--- src/rtl/cba_pkg.sv ---
// shared constants and codes of the contiguous block allocator
`default_nettype none

package cba_pkg;

   localparam int MAP_BLOCKS  = 256;
   localparam int BLOCK_BYTES = 1024;
   localparam int BLOCK_SHIFT = $clog2(BLOCK_BYTES);
   localparam int IDX_W       = $clog2(MAP_BLOCKS);
   localparam int CNT_W       = IDX_W + 1;
   localparam int ADDR_W      = 32;
   localparam int BYTES_W     = 24;
   localparam int STATUS_W    = 3;
   localparam int BLOCKS_W    = 9;
   localparam int NEED_W      = BYTES_W - BLOCK_SHIFT + 1;

   // map entry codes
   localparam logic [1:0] ENTRY_EMPTY = 2'd0;
   localparam logic [1:0] ENTRY_HEAD  = 2'd1;
   localparam logic [1:0] ENTRY_TAIL  = 2'd2;

   // commands
   localparam logic CMD_ALLOC = 1'b0;
   localparam logic CMD_FREE  = 1'b1;

   // result status codes
   localparam logic [STATUS_W-1:0] ST_OK            = 3'd0;
   localparam logic [STATUS_W-1:0] ST_NOT_SET_UP    = 3'd1;
   localparam logic [STATUS_W-1:0] ST_OUT_OF_BOUNDS = 3'd2;
   localparam logic [STATUS_W-1:0] ST_MISALIGNED    = 3'd3;
   localparam logic [STATUS_W-1:0] ST_NOT_HEAD      = 3'd4;
   localparam logic [STATUS_W-1:0] ST_ALREADY_FREE  = 3'd5;
   localparam logic [STATUS_W-1:0] ST_NO_SPACE      = 3'd6;

   // register indexes
   localparam logic CSR_BASE_ADDRESS   = 1'b0;
   localparam logic CSR_MANAGED_BLOCKS = 1'b1;

endpackage

`default_nettype wire

--- src/rtl/cba_req_if.sv ---
// request channel: command, byte count and address to free
`default_nettype none

interface cba_req_if;
   logic                        valid;
   logic                        ready;
   logic                        cmd;
   logic [cba_pkg::BYTES_W-1:0] request_bytes;
   logic [cba_pkg::ADDR_W-1:0]  address;

   modport source (output valid, output cmd, output request_bytes, output address,
                   input ready);
   modport sink   (input valid, input cmd, input request_bytes, input address,
                   output ready);
endinterface

`default_nettype wire

--- src/rtl/cba_rsp_if.sv ---
// response channel: status and allocated block address
`default_nettype none

interface cba_rsp_if;
   logic                         valid;
   logic                         ready;
   logic [cba_pkg::STATUS_W-1:0] status;
   logic [cba_pkg::ADDR_W-1:0]   block_address;

   modport source (output valid, output status, output block_address, input ready);
   modport sink   (input valid, input status, input block_address, output ready);
endinterface

`default_nettype wire

--- src/rtl/contiguous_block_allocator.sv ---
// first-fit allocator over a block map held in one synchronous memory
//
// req_bus carries an allocate (byte count) or free (address) item; rsp_bus
// returns one status and block address for each item, in order. registers
// base_address (index 0) and managed_blocks (index 1) are written through
// csr_wr_en / csr_index / csr_wdata; the user must write them only while
// no item is in flight, and the block itself does not enforce it.
// the work is paced by the single map memory, one entry read or written a cycle:
//   an allocate scans up to n entries, for n managed blocks, and then marks
//   the run it found; a free reads the head and clears the following tails;
//   requests that fail their checks go straight to the result.
// one item is worked on at a time; req ready is high whenever no item is
// in work and the clear pass is over. the result sits in an output register,
// so the next item is taken while a result still waits; if the receiver
// stalls, a finished item waits until that register is free.
// after reset the map is cleared by a pass over all 256 entries (one entry
// a cycle) with req ready low; register writes are taken during that pass.
`default_nettype none

module contiguous_block_allocator (
   input  wire logic                          clock,
   input  wire logic                          reset,
   cba_req_if.sink                            req_bus,
   cba_rsp_if.source                          rsp_bus,
   input  wire logic                          csr_wr_en,
   input  wire logic                          csr_index,
   input  wire logic [cba_pkg::ADDR_W-1:0]    csr_wdata
);

   localparam logic [2:0] S_CLEAR = 3'd0;
   localparam logic [2:0] S_IDLE  = 3'd1;
   localparam logic [2:0] S_SCAN  = 3'd2;
   localparam logic [2:0] S_MARK  = 3'd3;
   localparam logic [2:0] S_FHEAD = 3'd4;
   localparam logic [2:0] S_FTAIL = 3'd5;
   localparam logic [2:0] S_DONE  = 3'd6;

   localparam int IW = cba_pkg::IDX_W;
   localparam int CW = cba_pkg::CNT_W;
   localparam int AW = cba_pkg::ADDR_W;
   localparam int BS = cba_pkg::BLOCK_SHIFT;
   localparam int NW = cba_pkg::NEED_W;
   localparam int OW = AW - BS;

   logic [1:0] map_mem [cba_pkg::MAP_BLOCKS];
   logic [1:0] mem_rdata_ff;
   logic       mem_we;
   logic [IW-1:0] mem_waddr, mem_raddr;
   logic [1:0] mem_wdata;

   logic [2:0]    state_ff, state_in;
   logic [CW-1:0] chk_ff, chk_in;
   logic [CW-1:0] run_ff, run_in;
   logic [CW-1:0] need_ff, need_in;
   logic [IW-1:0] start_ff, start_in;
   logic [IW-1:0] end_ff, end_in;
   logic [IW-1:0] clr_ff, clr_in;
   logic [cba_pkg::STATUS_W-1:0] pend_status_ff, pend_status_in;
   logic [AW-1:0] pend_addr_ff, pend_addr_in;
   logic          rsp_valid_ff, rsp_valid_in;
   logic [cba_pkg::STATUS_W-1:0] rsp_status_ff, rsp_status_in;
   logic [AW-1:0] rsp_addr_ff, rsp_addr_in;
   logic [AW-1:0] base_ff, base_in;
   logic [cba_pkg::BLOCKS_W-1:0] blocks_ff, blocks_in;

   logic [CW-1:0] act_blocks;
   logic          accept;
   logic [cba_pkg::BYTES_W-1:0] bytes_dec;
   logic [NW-1:0] need_full;
   logic [AW-1:0] offset;
   logic [CW-1:0] chk_p1;
   logic [CW-1:0] run_p1;
   logic          out_free;

   // blocks beyond the map size are treated as the map size
   assign act_blocks = (blocks_ff > cba_pkg::BLOCKS_W'(cba_pkg::MAP_BLOCKS))
                       ? CW'(cba_pkg::MAP_BLOCKS) : CW'(blocks_ff);

   assign req_bus.ready = (state_ff == S_IDLE);
   assign accept        = req_bus.valid && req_bus.ready;
   assign bytes_dec     = req_bus.request_bytes - cba_pkg::BYTES_W'(1);
   assign need_full     = NW'(bytes_dec[cba_pkg::BYTES_W-1:BS]) + NW'(1);
   assign offset        = req_bus.address - base_ff;
   assign chk_p1        = chk_ff + CW'(1);
   assign run_p1        = run_ff + CW'(1);
   assign out_free      = !rsp_valid_ff || rsp_bus.ready;

   assign rsp_bus.valid         = rsp_valid_ff;
   assign rsp_bus.status        = rsp_status_ff;
   assign rsp_bus.block_address = rsp_addr_ff;

   always_ff @(posedge clock) begin
      if (mem_we) begin
         map_mem[mem_waddr] <= mem_wdata;
      end
      mem_rdata_ff <= map_mem[mem_raddr];
   end

   always_comb begin
      base_in   = base_ff;
      blocks_in = blocks_ff;
      if (csr_wr_en) begin
         unique case (csr_index)
            cba_pkg::CSR_BASE_ADDRESS:   base_in = csr_wdata;
            cba_pkg::CSR_MANAGED_BLOCKS: blocks_in = csr_wdata[cba_pkg::BLOCKS_W-1:0];
            default:                     base_in = base_ff;
         endcase
      end
   end

   always_comb begin
      state_in       = state_ff;
      chk_in         = chk_ff;
      run_in         = run_ff;
      need_in        = need_ff;
      start_in       = start_ff;
      end_in         = end_ff;
      clr_in         = clr_ff;
      pend_status_in = pend_status_ff;
      pend_addr_in   = pend_addr_ff;
      rsp_valid_in   = rsp_valid_ff && !rsp_bus.ready;
      rsp_status_in  = rsp_status_ff;
      rsp_addr_in    = rsp_addr_ff;
      mem_we         = 1'b0;
      mem_waddr      = chk_ff[IW-1:0];
      mem_wdata      = cba_pkg::ENTRY_EMPTY;
      mem_raddr      = chk_p1[IW-1:0];

      unique case (state_ff)
         S_CLEAR: begin
            mem_we    = 1'b1;
            mem_waddr = clr_ff;
            clr_in    = clr_ff + IW'(1);
            if (clr_ff == IW'(cba_pkg::MAP_BLOCKS - 1)) begin
               state_in = S_IDLE;
            end
         end
         S_IDLE: begin
            if (accept) begin
               pend_addr_in = '0;
               state_in     = S_DONE;
               if (act_blocks == '0) begin
                  pend_status_in = cba_pkg::ST_NOT_SET_UP;
               end else if (req_bus.cmd == cba_pkg::CMD_ALLOC) begin
                  if (req_bus.request_bytes == '0 || need_full > NW'(act_blocks)) begin
                     pend_status_in = cba_pkg::ST_NO_SPACE;
                  end else begin
                     mem_raddr = '0;
                     chk_in    = '0;
                     run_in    = '0;
                     need_in   = need_full[CW-1:0];
                     state_in  = S_SCAN;
                  end
               end else if (req_bus.address < base_ff ||
                            offset[AW-1:BS] >= OW'(act_blocks)) begin
                  pend_status_in = cba_pkg::ST_OUT_OF_BOUNDS;
               end else if (offset[BS-1:0] != '0) begin
                  pend_status_in = cba_pkg::ST_MISALIGNED;
               end else begin
                  mem_raddr = offset[BS+IW-1:BS];
                  chk_in    = CW'(offset[BS+IW-1:BS]);
                  state_in  = S_FHEAD;
               end
            end
         end
         S_SCAN: begin
            if (mem_rdata_ff == cba_pkg::ENTRY_EMPTY && run_p1 == need_ff) begin
               // run found: mark it from its first block on
               start_in = IW'(chk_p1 - need_ff);
               end_in   = chk_ff[IW-1:0];
               chk_in   = chk_p1 - need_ff;
               state_in = S_MARK;
            end else begin
               run_in = (mem_rdata_ff == cba_pkg::ENTRY_EMPTY) ? run_p1 : '0;
               if (chk_p1 < act_blocks) begin
                  chk_in = chk_p1;
               end else begin
                  pend_status_in = cba_pkg::ST_NO_SPACE;
                  pend_addr_in   = '0;
                  state_in       = S_DONE;
               end
            end
         end
         S_MARK: begin
            mem_we    = 1'b1;
            mem_wdata = (chk_ff[IW-1:0] == start_ff) ? cba_pkg::ENTRY_HEAD
                                                     : cba_pkg::ENTRY_TAIL;
            chk_in    = chk_p1;
            if (chk_ff[IW-1:0] == end_ff) begin
               pend_status_in = cba_pkg::ST_OK;
               pend_addr_in   = base_ff + (AW'(start_ff) << BS);
               state_in       = S_DONE;
            end
         end
         S_FHEAD: begin
            pend_addr_in = '0;
            if (mem_rdata_ff == cba_pkg::ENTRY_HEAD) begin
               mem_we = 1'b1;
               if (chk_p1 < act_blocks) begin
                  chk_in   = chk_p1;
                  state_in = S_FTAIL;
               end else begin
                  pend_status_in = cba_pkg::ST_OK;
                  state_in       = S_DONE;
               end
            end else if (mem_rdata_ff == cba_pkg::ENTRY_EMPTY) begin
               pend_status_in = cba_pkg::ST_ALREADY_FREE;
               state_in       = S_DONE;
            end else begin
               pend_status_in = cba_pkg::ST_NOT_HEAD;
               state_in       = S_DONE;
            end
         end
         S_FTAIL: begin
            // clear tails until a non-tail entry or the managed end
            if (mem_rdata_ff == cba_pkg::ENTRY_TAIL) begin
               mem_we = 1'b1;
               if (chk_p1 < act_blocks) begin
                  chk_in = chk_p1;
               end else begin
                  pend_status_in = cba_pkg::ST_OK;
                  state_in       = S_DONE;
               end
            end else begin
               pend_status_in = cba_pkg::ST_OK;
               state_in       = S_DONE;
            end
         end
         S_DONE: begin
            if (out_free) begin
               rsp_valid_in  = 1'b1;
               rsp_status_in = pend_status_ff;
               rsp_addr_in   = pend_addr_ff;
               state_in      = S_IDLE;
            end
         end
         default: begin
            state_in = S_CLEAR;
            clr_in   = '0;
         end
      endcase
   end

   always_ff @(posedge clock) begin
      if (reset) begin
         state_ff     <= S_CLEAR;
         clr_ff       <= '0;
         rsp_valid_ff <= 1'b0;
         base_ff      <= '0;
         blocks_ff    <= '0;
      end else begin
         state_ff     <= state_in;
         clr_ff       <= clr_in;
         rsp_valid_ff <= rsp_valid_in;
         base_ff      <= base_in;
         blocks_ff    <= blocks_in;
      end
   end

   always_ff @(posedge clock) begin
      chk_ff         <= chk_in;
      run_ff         <= run_in;
      need_ff        <= need_in;
      start_ff       <= start_in;
      end_ff         <= end_in;
      pend_status_ff <= pend_status_in;
      pend_addr_ff   <= pend_addr_in;
      rsp_status_ff  <= rsp_status_in;
      rsp_addr_ff    <= rsp_addr_in;
   end

endmodule

`default_nettype wire

--- src/flat_wrapper.sv ---
// flat-port wrapper written by rule: the top's interface ports become plain ports
module contiguous_block_allocator_flat 
  (clock, reset, csr_wr_en, csr_index, csr_wdata, req_bus_valid, req_bus_cmd, req_bus_request_bytes, req_bus_address, req_bus_ready, rsp_bus_valid, rsp_bus_status, rsp_bus_block_address, rsp_bus_ready);
  cba_req_if req_bus_i ();
  cba_rsp_if rsp_bus_i ();
  input  wire logic clock;
  input  wire logic reset;
  input  wire logic csr_wr_en;
  input  wire logic csr_index;
  input  wire logic [cba_pkg::ADDR_W-1:0] csr_wdata;
  input wire logic [$bits(req_bus_i.valid)-1:0] req_bus_valid;
  input wire logic [$bits(req_bus_i.cmd)-1:0] req_bus_cmd;
  input wire logic [$bits(req_bus_i.request_bytes)-1:0] req_bus_request_bytes;
  input wire logic [$bits(req_bus_i.address)-1:0] req_bus_address;
  output wire logic [$bits(req_bus_i.ready)-1:0] req_bus_ready;
  output wire logic [$bits(rsp_bus_i.valid)-1:0] rsp_bus_valid;
  output wire logic [$bits(rsp_bus_i.status)-1:0] rsp_bus_status;
  output wire logic [$bits(rsp_bus_i.block_address)-1:0] rsp_bus_block_address;
  input wire logic [$bits(rsp_bus_i.ready)-1:0] rsp_bus_ready;
  assign req_bus_i.valid = req_bus_valid;
  assign req_bus_i.cmd = req_bus_cmd;
  assign req_bus_i.request_bytes = req_bus_request_bytes;
  assign req_bus_i.address = req_bus_address;
  assign req_bus_ready = req_bus_i.ready;
  assign rsp_bus_valid = rsp_bus_i.valid;
  assign rsp_bus_status = rsp_bus_i.status;
  assign rsp_bus_block_address = rsp_bus_i.block_address;
  assign rsp_bus_i.ready = rsp_bus_ready;
  contiguous_block_allocator u_core (.clock(clock), .reset(reset), .req_bus(req_bus_i), .rsp_bus(rsp_bus_i), .csr_wr_en(csr_wr_en), .csr_index(csr_index), .csr_wdata(csr_wdata));
endmodule
--- config.mk ---
export PLATFORM = sky130hd
export DESIGN_NAME = contiguous_block_allocator_flat
export DESIGN_NICKNAME = d
export VERILOG_FILES = /design/src/rtl/cba_pkg.sv /design/src/rtl/cba_req_if.sv /design/src/rtl/cba_rsp_if.sv /design/src/rtl/contiguous_block_allocator.sv /design/src/flat_wrapper.sv
export SDC_FILE = /design/constraint.sdc
export NUM_CORES = 1
export LEC_CHECK = 0
export BUFFER_PORTS_ARGS = -buffer_cell sky130_fd_sc_hd__buf_4
export CORE_ASPECT_RATIO = 1.5
export CORE_MARGIN = 8
export CORE_UTILIZATION = 40
export CTS_CLUSTER_SIZE = 14
export DETAILED_ROUTE_END_ITERATION = 7
export HOLD_SLACK_MARGIN = 0.02
export PLACE_DENSITY = 0.62
export SLEW_MARGIN = 20
export SYNTH_ARGS = -nofsm -noshare
export SYNTH_HDL_FRONTEND = slang
export SYNTH_SLANG_ARGS = --single-unit
--- constraint.sdc ---
create_clock -name clock -period 15.6 [get_ports clock]
set_clock_uncertainty 0.15 [all_clocks]
set_input_delay 0.78 -clock clock [delete_from_list [all_inputs] [get_ports clock]]
set_output_delay 0.78 -clock clock [all_outputs]
set_load 0.05 [all_outputs]
-- Word level (Yosys, flattened, before mapping)
Memory sizes are Yosys's and may differ from the RTL's. A register that Yosys moved wholly into a read port is not among the register bits.
Index checks and enable logic that the tools add are counted.
- reductions and logical operators: 28
- muxes and demuxes: 70
- eq/ne operators: 28
- add/sub/neg operators: 8
- bitwise logic cells: 4
- magnitude comparators: 5
- operators by type and width (cell ; number):
    $mux W9 ; 16
    $mux W32 ; 4
    $pmux W32 S4 ; 1
    $mux W3 ; 23
    $mux W8 ; 8
    $pmux W9 S5 ; 1
    $add A32 B18 Y32 ; 1
    $lt A32 B32 Y1 ; 1
    $sub A32 B32 Y32 ; 1
    $logic_not A24 Y1 ; 1
    $sub A24 B1 Y24 const B ; 1
    $ge A22 B9 Y1 ; 1
    $pmux W3 S7 ; 1
    $add A9 B1 Y9 const B ; 2
    $pmux W9 S2 ; 1
    $eq A8 B8 Y1 ; 2
    $pmux W8 S2 ; 1
    $add A14 B1 Y15 const B ; 1
    $gt A15 B9 Y1 ; 1
    $pmux W3 S5 ; 1
    $ne A2 B2 Y1 const B ; 6
    $mux W2 ; 5
    $ne A2 B1 Y1 const B ; 5
    $reduce_and A5 Y1 ; 2
    other kinds (34) ; 56
- input port bits: 95
- memory bits (writable): 512
- memories: 1
- register bits after elaboration: 166
- memories (name ; words ; bits a word ; read ports ; clocked after Yosys merged registers in ; wr ports ; RTL line ; source):
    u_core.map_mem ; 256 ; 2 ; 1 ; 1 ; 1 ; contiguous_block_allocator.sv:45 ; logic [1:0] map_mem [cba_pkg::MAP_BLOCKS];

-- Depth between registers and ports, before layout
- word-level depth: 9
- mapped depth: 31

-- Worst setup path before layout
OpenSTA, ideal clock, no wires.
- path type: flip-flop to flip-flop
- start: register u_core.state_ff[2]
- end: memory u_core.map_mem[0][0] (data pin)
- required time: 13.354 ns
- data arrival time: 10.739 ns
- slack: 2.615 ns
- clock period less this slack: 12.985 ns
- setup time: 2.096 ns
- cell stages (with the launch flop): 6
- cell sequence: dfxtp_1 > clkbuf_1 > nor2_1 > nand2_1 > clkbuf_1 > nor3_1
- word-level cells in the longest chain between the ends: 2
- ends and longest elaborated chain (item ; RTL line ; source):
    start: declaration ; contiguous_block_allocator.sv:51 ; logic [2:0] state_ff, state_in;
    start signal: assignment ; contiguous_block_allocator.sv:252 ; state_ff <= state_in;
    $eq A3 B2 Y1 ; contiguous_block_allocator.sv:129 ; unique case (state_ff)
    $mux W2 ; contiguous_block_allocator.sv:129 ;
    net u_core.mem_wdata[0] ; contiguous_block_allocator.sv:49 ; logic [1:0] mem_wdata;
    end: declaration ; contiguous_block_allocator.sv:45 ;
The timed path passes the listed nets, and every way through them passes these cells.

-- Worst setup path after layout
- start: register u_core.base_ff[12]
- end: register u_core.mem_rdata_ff[0], read port of u_core.map_mem
- word-level cells in the longest chain between the ends: 8
- elaborated cells on any way between the ends: 10
- classes of those cells: add/sub (1); order compare (2); mux (6); reduce/logical (1)
- ends and longest elaborated chain (item ; RTL line ; source):
    start: declaration ; contiguous_block_allocator.sv:63 ; logic [AW-1:0] base_ff, base_in;
    start signal: assignment ; contiguous_block_allocator.sv:255 ; base_ff <= base_in;
    $sub A32 B32 Y32 ; contiguous_block_allocator.sv:83 ; assign offset = req_bus.address - base_ff;
    $ge A22 B9 Y1 ; contiguous_block_allocator.sv:155 ; offset[AW-1:BS] >= OW'(act_blocks)) begin
    $logic_or A1 B1 Y1 ; contiguous_block_allocator.sv:154 ; end else if (req_bus.address < base_ff ||
    $mux W8 * ; contiguous_block_allocator.sv:154 ;
    $mux W8 * ; contiguous_block_allocator.sv:144 ; end else if (req_bus.cmd == cba_pkg::CMD_ALLOC) begin
    $mux W8 * ; contiguous_block_allocator.sv:142 ; if (act_blocks == '0) begin
    $mux W8 * ; contiguous_block_allocator.sv:139 ; if (accept) begin
    $mux W8 * ; contiguous_block_allocator.sv:129 ;
    end: declaration ; contiguous_block_allocator.sv:46 ; logic [1:0] mem_rdata_ff;
Mark *: on every way between the ends. The rest lies on a longest branch, timed or not.
A chain may end at the register's enable or synchronous reset.

==> qor.yml <==
drc_errors: 0
wl_per_cell_um: 24.7
leakagePower_nw: 12.1
io_pins: 132
timing.final.ws_setup_ns: 6.82
synth_cells: 2926
setup_viol: 0
clock_sinks: 680
cp.arrival_ns: 9.16
die-area_um2: 92400
critPathKind: "flip-flop to flip-flop"
drv_slew: 0
viasPerCell: 5.82
avgSynthCellArea_um2: 11.3
max-vdd-ir-drop_mv: 0.0792
hold_violations: 0
synth_area_um2: 33100
startpoint_type: "flip-flop"
final_cells: 4117
area_delta_synth_final_pct: 12.7
ys_types: 91
die_h_um: 368
cts_setup_buffers: 0
ys_ff_latch: 680
place_inst: 3992
core_um2: 82200
firstDrtPassIters: 6
fin_setup_tns_ns: 0
root_buffer: "clkbuf_16"
routed_wl_mm: 102
drt-initial-drc-count: 2055
cts_max_level: 3
finalNetCount: 3193
cellPowerDensity_nw_per_um2: 102
syn_nets: 3104
cts_buffer_depth: 3
relSlewSlack_pct: 3.79
hp-class: "input port to flip-flop"
placementRows: 129
dp_hpwl_mm: 70.9
synth_sequential_area_ratio_pct: 60.0
synthArstFlopShare_pct: 0
crit_fanout: 59
die_w_um: 251
grt_pass1_wl_mm: 151
end_kind: "flip-flop"
yosysWarnings: 0
via_count: 23900
synth_edf_count: 625
antenna_found_initial: 2
finalCritPeriodShare_pct: 56.3
port_buffers: 131
cts_made_buffers: 68
rsz0062_at_grt: "no"
fin_crit_ns: 8.78
cts_tree: "done"
routabilityCongestion: 0.946
worst_pin_slew_ns: 1.44
drive_above_1_share_pct: 10.1
whs_ns: 0.247
ys.flop_type: "edfxtp_1"
place_ws_ns: 6.59
post_cts_resized: 0
insertion_delay_ns: 0.64
clk_pin_slew_ns: 0.06
gr-total-overflow: 0
maxCapViolCount: 0
postRouteAntennaNets: 0
grt_use_total_pct: 21.5
grt_max_degree: 257
required_ns: 15.98
start_util_pct: 40.3
status: "finished clean"
ctsHoldBuffers: 0
fmax_mhz: 114
grt_pass1_vias: 24200
==> per-layer routing <==
metal | vias up | wire length (um) | global-route usage, %
li1 | 11000 | - | -
met2 | 975 | 53300 | 39.4
met5 | - | 0 | 0
met4 | 0 | 6500 | 12.8
met3 | 289 | 6450 | 3.42
met1 | 11700 | 35600 | 23.2
==> through the flow <==
stage | utilization, % | total power, mW | instance area [um^2]
final | 45.4 | 3.81 | 37300
after floorplan | - | 2.17 | 33100
after global placement | 42.8 | 2.26 | 35200
after detailed placement | 42.8 | 2.26 | 35200
after CTS | 45.4 | 3.84 | 37300
after global routing | 45.4 | 3.93 | 37300
==> power by group <==
group | total [mW] | switching (mW) | internal [mW]
clock network | 1.59 | 0.696 | 0.894
registers | 1.98 | 0.00736 | 1.97
logic | 0.249 | 0.160 | 0.0886
total | 3.81 | 0.863 | 2.95
==> logic make-up (layout without fill, tap and decap cells) <==
kind of cell / count (synthesis) / after routing / share of synthesized area, %
flops: 680 / 680 / 60.0
buf+inv: 229 / 371 / 2.78
mux: 202 / 202 / 6.15
simple gates: 1114 / 1114 / 15.0
other cells: 0 / 1 / 0
compound gates: 523 / 523 / 10.3
fa+ha+maj: 83 / 83 / 3.21
xor+xnor: 95 / 95 / 2.51
==> synth_stat cells, types with 7 or more instances <==
cell	number	area, um^2
a2111oi_0	8	70.1
a211oi_1	13	97.6
a21o_1	28	210
a21oi_1	163	816
a22oi_1	18	135
a31oi_1	15	93.8
a32oi_1	9	78.8
and2_1	11	68.8
and3_1	22	138
buf_1	9	33.8
buf_2	30	150
clkbuf_1	103	387
dfxtp_1	55	1100
edfxtp_1	625	18800
ha_1	80	1000
inv_1	80	300
mux2_2	10	113
mux2i_1	192	1920
nand2_1	403	1510
nand2b_1	17	106
nand3_1	87	435
nand3b_1	22	165
nand4_1	32	200
nor2_1	380	1430
nor2b_1	17	106
nor3_1	38	190
nor4_1	20	125
o2111ai_1	10	87.6
o21a_1	9	67.6
o21ai_0	79	395
o21ai_1	7	35.0
o21bai_1	10	75.1
o22ai_1	80	500
or2_2	10	62.6
or3_1	13	81.3
or4_1	17	128
xnor2_1	61	534
xor2_1	34	298
==> cells in the final DEF (no fill, tap or decap), drive strengths merged, types with 86 or more instances in the layout <==
cell / n
nor2: 381
inv: 87
mux2i: 192
a21oi: 163
nand3: 87
o21ai: 86
buf: 167
nand2: 403
clkbuf: 101
edfxtp: 625
==> final cells by class <==
cell class / count / area [um^2]
Multi-Input combinational cell: 2017 / 12400
Inverter: 81 / 304
Antenna cell: 1 / 2.50
Clock inverter: 22 / 218
Sequential cell: 680 / 19900
Fill cell: 7598 / 44900
Timing Repair Buffer: 167 / 1320
Clock buffer: 101 / 1890
Tap cell: 1048 / 1310
==> sequential cells by signal (all words and copies together), names as in the netlist <==
name,flops
u_core.pend_addr_ff,32
u_core.pend_status_ff,3
u_core.run_ff,9
u_core.need_ff,9
u_core.rsp_bus.status,3
u_core.chk_ff,9
u_core.mem_rdata_ff,2
u_core.end_ff,8
u_core.map_mem,512
u_core.base_ff,32
u_core.clr_ff,8
u_core.blocks_ff,9
u_core.state_ff,3
u_core.rsp_bus.valid,1
u_core.start_ff,8
u_core.rsp_bus.block_address,32
==> final timing paths <==
| check | from | end | slack [ns] | cells past startpoint |
|---|---|---|---|---|
| setup / recovery | u_core.base_ff[12] | u_core.mem_rdata_ff[0] | 6.82 | 24 |
| hold / removal | csr_wdata[10] | u_core.base_ff[10] | 0.25 | 3 |
| setup reg to reg | u_core.base_ff[12] | u_core.mem_rdata_ff[0] | 6.82 | 24 |
| hold reg to reg | u_core.pend_addr_ff[3] | u_core.rsp_bus.block_address[3] | 0.26 | 0 |
==> worst max-delay path, cell delays in order (launching register included) <==
cell and delay, ns:
dfxtp_1 0.53, inv_1 0.10, ha_1 0.39, nand2_1 0.23, nor2_1 0.08, a221oi_1 0.56, nand2_1 0.24, xnor2_1 0.46
inv_1 0.15, ha_1 0.31, nor2b_1 0.13, a2111oi_0 0.42, a21oi_1 0.14, or3_1 0.38, or4_1 0.46, or4_1 0.52
nor4_1 0.66, a31o_4 0.52, buf_4 0.70, nand2_1 0.50, o22ai_1 0.27, o21ai_0 0.15, o211ai_1 0.23, nor3_1 0.10
nor4_1 0.27
No activity file was read; power rests on OpenSTA's default activity.
